===== config.mk =====
export PLATFORM = sky130hd
export DESIGN_NAME = lmq_ctrl
export DESIGN_NICKNAME = d
export VERILOG_FILES = /design/src/design/lmq_pkg.sv /design/src/design/lmq_ctrl.sv
export SDC_FILE = /design/constraint.sdc
export NUM_CORES = 1
export LEC_CHECK = 0
export ABC_AREA = 1
export ABC_CLOCK_PERIOD_IN_PS = 1100
export BUFFER_PORTS_ARGS = -buffer_cell sky130_fd_sc_hd__buf_2
export CAP_MARGIN = 15
export CORE_AREA = 4 4 41 43
export CTS_BUF_LIST = sky130_fd_sc_hd__clkbuf_2 sky130_fd_sc_hd__clkbuf_4 sky130_fd_sc_hd__clkbuf_8
export CTS_CLUSTER_SIZE = 12
export DETAILED_ROUTE_END_ITERATION = 12
export DIE_AREA = 0 0 45 47
export PLACE_DENSITY = 0.54
export SYNTH_ARGS = -nofsm -noshare
export SYNTH_HDL_FRONTEND = slang
export SYNTH_SLANG_ARGS = --single-unit

===== constraint.sdc =====
create_clock -name clk -period 1.1 [get_ports clk]
set_clock_uncertainty 0.05 [all_clocks]
set_input_delay 0.11 -clock clk [delete_from_list [all_inputs] [get_ports clk]]
set_output_delay 0.11 -clock clk [all_outputs]
set_load 0.02 [all_outputs]

===== src/design/lmq_pkg.sv =====
// shared widths, operation codes, controller states and control/status bundles
package lmq_pkg;

  localparam int CMD_W  = 2;
  localparam int QID_W  = 7;
  localparam int ELEM_W = 10;

  typedef enum logic [CMD_W-1:0] {
    OP_APPEND = 2'd0,
    OP_POP    = 2'd1,
    OP_MERGE  = 2'd2
  } lmq_op_t;

  typedef enum logic [2:0] {
    ST_CLEAR,
    ST_IDLE,
    ST_EXEC,
    ST_LINK,
    ST_MOVE,
    ST_OUT
  } lmq_state_t;

  // controller to datapath
  typedef struct packed {
    logic accept;
    logic exec;
    logic link_wr;
    logic move_wr;
    logic clr_wr;
    logic out_load;
  } lmq_ctl_t;

  // datapath to controller
  typedef struct packed {
    logic clr_last;
    logic pop_more;
    logic merge_go;
    logic out_free;
  } lmq_sts_t;

endpackage


===== src/design/lmq_ctrl.sv =====
// controller state machine: sequences reads, writes and result hand-off
module lmq_ctrl import lmq_pkg::*; (
  input  logic     clk,
  input  logic     rst_n,
  input  logic     in_valid,
  output logic     in_ready,
  input  lmq_sts_t sts,
  output lmq_ctl_t ctl
);

  lmq_state_t state_r, state_nxt;

  always_ff @(posedge clk) begin
    if (!rst_n) begin
      state_r <= ST_CLEAR;
    end else begin
      state_r <= state_nxt;
    end
  end

  always_comb begin
    state_nxt = state_r;
    ctl       = '0;
    in_ready  = 1'b0;
    case (state_r)
      ST_CLEAR: begin
        ctl.clr_wr = 1'b1;
        if (sts.clr_last) begin
          state_nxt = ST_IDLE;
        end
      end
      ST_IDLE: begin
        in_ready   = 1'b1;
        ctl.accept = in_valid;
        if (in_valid) begin
          state_nxt = ST_EXEC;
        end
      end
      ST_EXEC: begin
        ctl.exec = 1'b1;
        if (sts.pop_more) begin
          state_nxt = ST_LINK;
        end else if (sts.merge_go) begin
          state_nxt = ST_MOVE;
        end else if (sts.out_free) begin
          ctl.out_load = 1'b1;
          state_nxt    = ST_IDLE;
        end else begin
          state_nxt = ST_OUT;
        end
      end
      ST_LINK, ST_MOVE: begin
        ctl.link_wr = (state_r == ST_LINK);
        ctl.move_wr = (state_r == ST_MOVE);
        if (sts.out_free) begin
          ctl.out_load = 1'b1;
          state_nxt    = ST_IDLE;
        end else begin
          state_nxt = ST_OUT;
        end
      end
      ST_OUT: begin
        // result still blocked by an untaken word
        if (sts.out_free) begin
          ctl.out_load = 1'b1;
          state_nxt    = ST_IDLE;
        end
      end
      default: begin
        state_nxt = ST_CLEAR;
      end
    endcase
  end

endmodule


==> results.cfg <==
[status]
status = finished, violations left
violations = setup timing

[yosys]
syn-cell-area_um2 = 308
ys_ff_latch = 3
syn-num-nets = 62
yosys.area.top_type = dfxtp_1
synth_common_cells = nand2_1, inv_1, nor2_1
synth.distinct_cells = 17
synth-main-ff-cell = dfxtp_1
yosys_warnings = 0
synthTopCellsByArea = dfxtp_1, nand2_1, inv_1, nor2_1, nand3_1
synth_cells = 55
synth_edf_count = 0
yosysMostFrequentCell = nand2_1
ys_seq_area_share_pct = 19.5
async_flop_share_pct = 0
synth_top_area_share_pct = 19.5
avgSynthCellArea_um2 = 5.60

[setup_path]
crit_type = register to output pin
critPathLaunchType = register
ff2ff_path_depth = 7
worstPathMaxFanout = 3
crit_slowest_cell = dfxtp_4
path_delay_family = flip-flops
cpMostUsedCell = buf_6
path_cells = buf_6 -> nor2_4 -> nand2_2 -> a31oi_4 -> buf_6
critical_path_required_ps = 940
crit_buf_inv = 2
crit_cells = 5
worstPathArrival_ps = 1220
setup.worst_path.end_class = output pin
critPathMaxStageDelay_ps = 350

[drt]
wirelength_mm = 1.01
drt_pre_antenna_iters = 3
routedWlPerCell_um = 10.2
post-route-drc-count = 0
dr.first_iter.drc_count = 2
viasPerCell = 4.27
ant_nets = 0
num_vias = 423

[global_route]
grt.overflow.total = 0
grt_pass1_vias = 427
grt_pass1_wl_mm = 1.70
grt_max_degree = 7
grt_antenna_before_repair = 0
track_usage_pct = 11.1

[sta]
final-setup-viol-count = 10
finalCriticalPeriod_ps = 1380
fin_hold_ws_ps = 20.5
min_period_over_period_pct = 126
clock.fmax_mhz = 723
grt_setup_unrepaired = true
worst_slew_pin_slew_ps = 182
setup_ws_ps = -284
hold_violations = 0
slew_violations = 0
relSlewSlack_pct = 87.8

[clocking]
cts_root_buf = clkbuf_4
clk_pin_slew_ps = 40
h-tree-depth = 1
clock_latency_ps = 240
cts.path.max_buffers = 2
cts_tree = done
clock-sinks = 3
cts_buffers = 3

[power_and_ir_drop]
power_density_mw_per_mm2 = 2250
ir_worst_vdd_v = 0.00109
leakagePower_nw = 0.328

[die]
die_w_um = 45
io_pins = 14
rows = 13
die_y_um = 47
die_area_mm2 = 0.00212
core_area_mm2 = 0.00130
initial_core_util_pct = 23.7

[hold_path]
hold_class = input pin to register
whs_path_depth = 3

[place]
place_congestion = 0.825
port_buffers = 13
hpwlAfterDp_um = 764
placed_cells = 92

[finish]
multi_input_area_um2 = 264
drive_gt1_share_pct = 63.1
finish.net_count = 92
largest_reg_flops = 3
post-route-util_pct = 49.0
reg_top3 = state_r: 3 flops
fill_cells = 136
antenna_cells = 0
register_area_um2 = 68.8
regMostFlops = state_r
area_delta_synth_final_pct = 107
finalNonFillerCells = 99

[run]
drv_cap = 0
==> metrics by stage <==
step | power, mW | area, µm² | setup slack (ps) | TNS [ps]
2_1_floorplan | 0.652 | 343 | -195 | -334
3_3_place_gp | 0.943 | 497 | -178 | -558
3_5_place_dp | 0.937 | 497 | -186 | -587
4_1_cts | 1.32 | 587 | -278 | -1440
5_1_grt | 1.56 | 638 | -345 | -2060
6_report | 1.43 | 638 | -284 | -1360
==> worst reg2reg max path, cell delays in order, from the launching register on <==
cell     delay (ps)
dfxtp_2         370
inv_2            60
buf_4           140
nand2_2         100
inv_2            50
buf_4           120
a21oi_1         120
nor3_1           60
==> power breakdown <==
group | switching [mW] | leakage, nW | internal [mW]
combinational | 0.509 | 0.283 | 0.478
sequential | 0.0663 | 0.0264 | 0.156
clock | 0.0623 | 0.0184 | 0.161
==> repair_timing <==
item,CTS,global route
pin swaps,6,6
setup endpoints to repair,10,10
hold buffers,0,0
buffers inserted,2,2
gates resized for setup,17,12
==> final cells by class <==
class                   count  share of cell area (%)
well taps                  15                    2.94
inverters                  12                    7.84
flip-flops and latches      3                    10.8
multi-input cells          39                    41.4
repair buffers             26                    32.4
clock buffers               4                    4.71
==> path summary, 6_finish.rpt <==
| kind | start | end | slack (ps) |
|---|---|---|---|
| worst max-delay path | state_r[1] | ctl[0] | -280 |
| worst min-delay path | rst_n | state_r[2] | 20 |
| worst max register to register | state_r[2] | state_r[1] | -90 |
| worst min register to register | state_r[0] | state_r[0] | 610 |
==> metal layers <==
| layer | up-vias | wire, µm | share of wire (%) | GRT usage (%) |
|---|---|---|---|---|
| met5 | - | 0 | 0 | 0 |
| met4 | 0 | 12 | 1.2 | 3.51 |
| met3 | 2 | 61 | 6.1 | 4.21 |
| met2 | 12 | 518 | 51 | 19.5 |
| met1 | 180 | 414 | 41 | 12.5 |
| li1 | 229 | - | - | - |
==> kinds of logic (layout without fill, tap and decap cells) <==
group	Yosys count	count (layout)	share of synthesized area, %
buffers and inverters	13	42	16.3
DFF	3	3	19.5
and+or+nand+nor	34	34	53.7
AOI/OAI and AO/OA	5	5	10.6
==> cells in the final DEF, fill, tap and decap left out, types with 2 or more instances in the layout <==
| cell type | n |
|---|---|
| nor2_4 | 3 |
| nand3_2 | 2 |
| inv_1 | 7 |
| inv_4 | 2 |
| dfxtp_4 | 2 |
| a21oi_1 | 2 |
| buf_6 | 7 |
| inv_2 | 3 |
| nand3_1 | 3 |
| nand2_2 | 5 |
| clkbuf_4 | 4 |
| nand2_1 | 11 |
| buf_2 | 6 |
| buf_4 | 13 |
| nor2_1 | 5 |
Power figures use the tool's default switching activity.
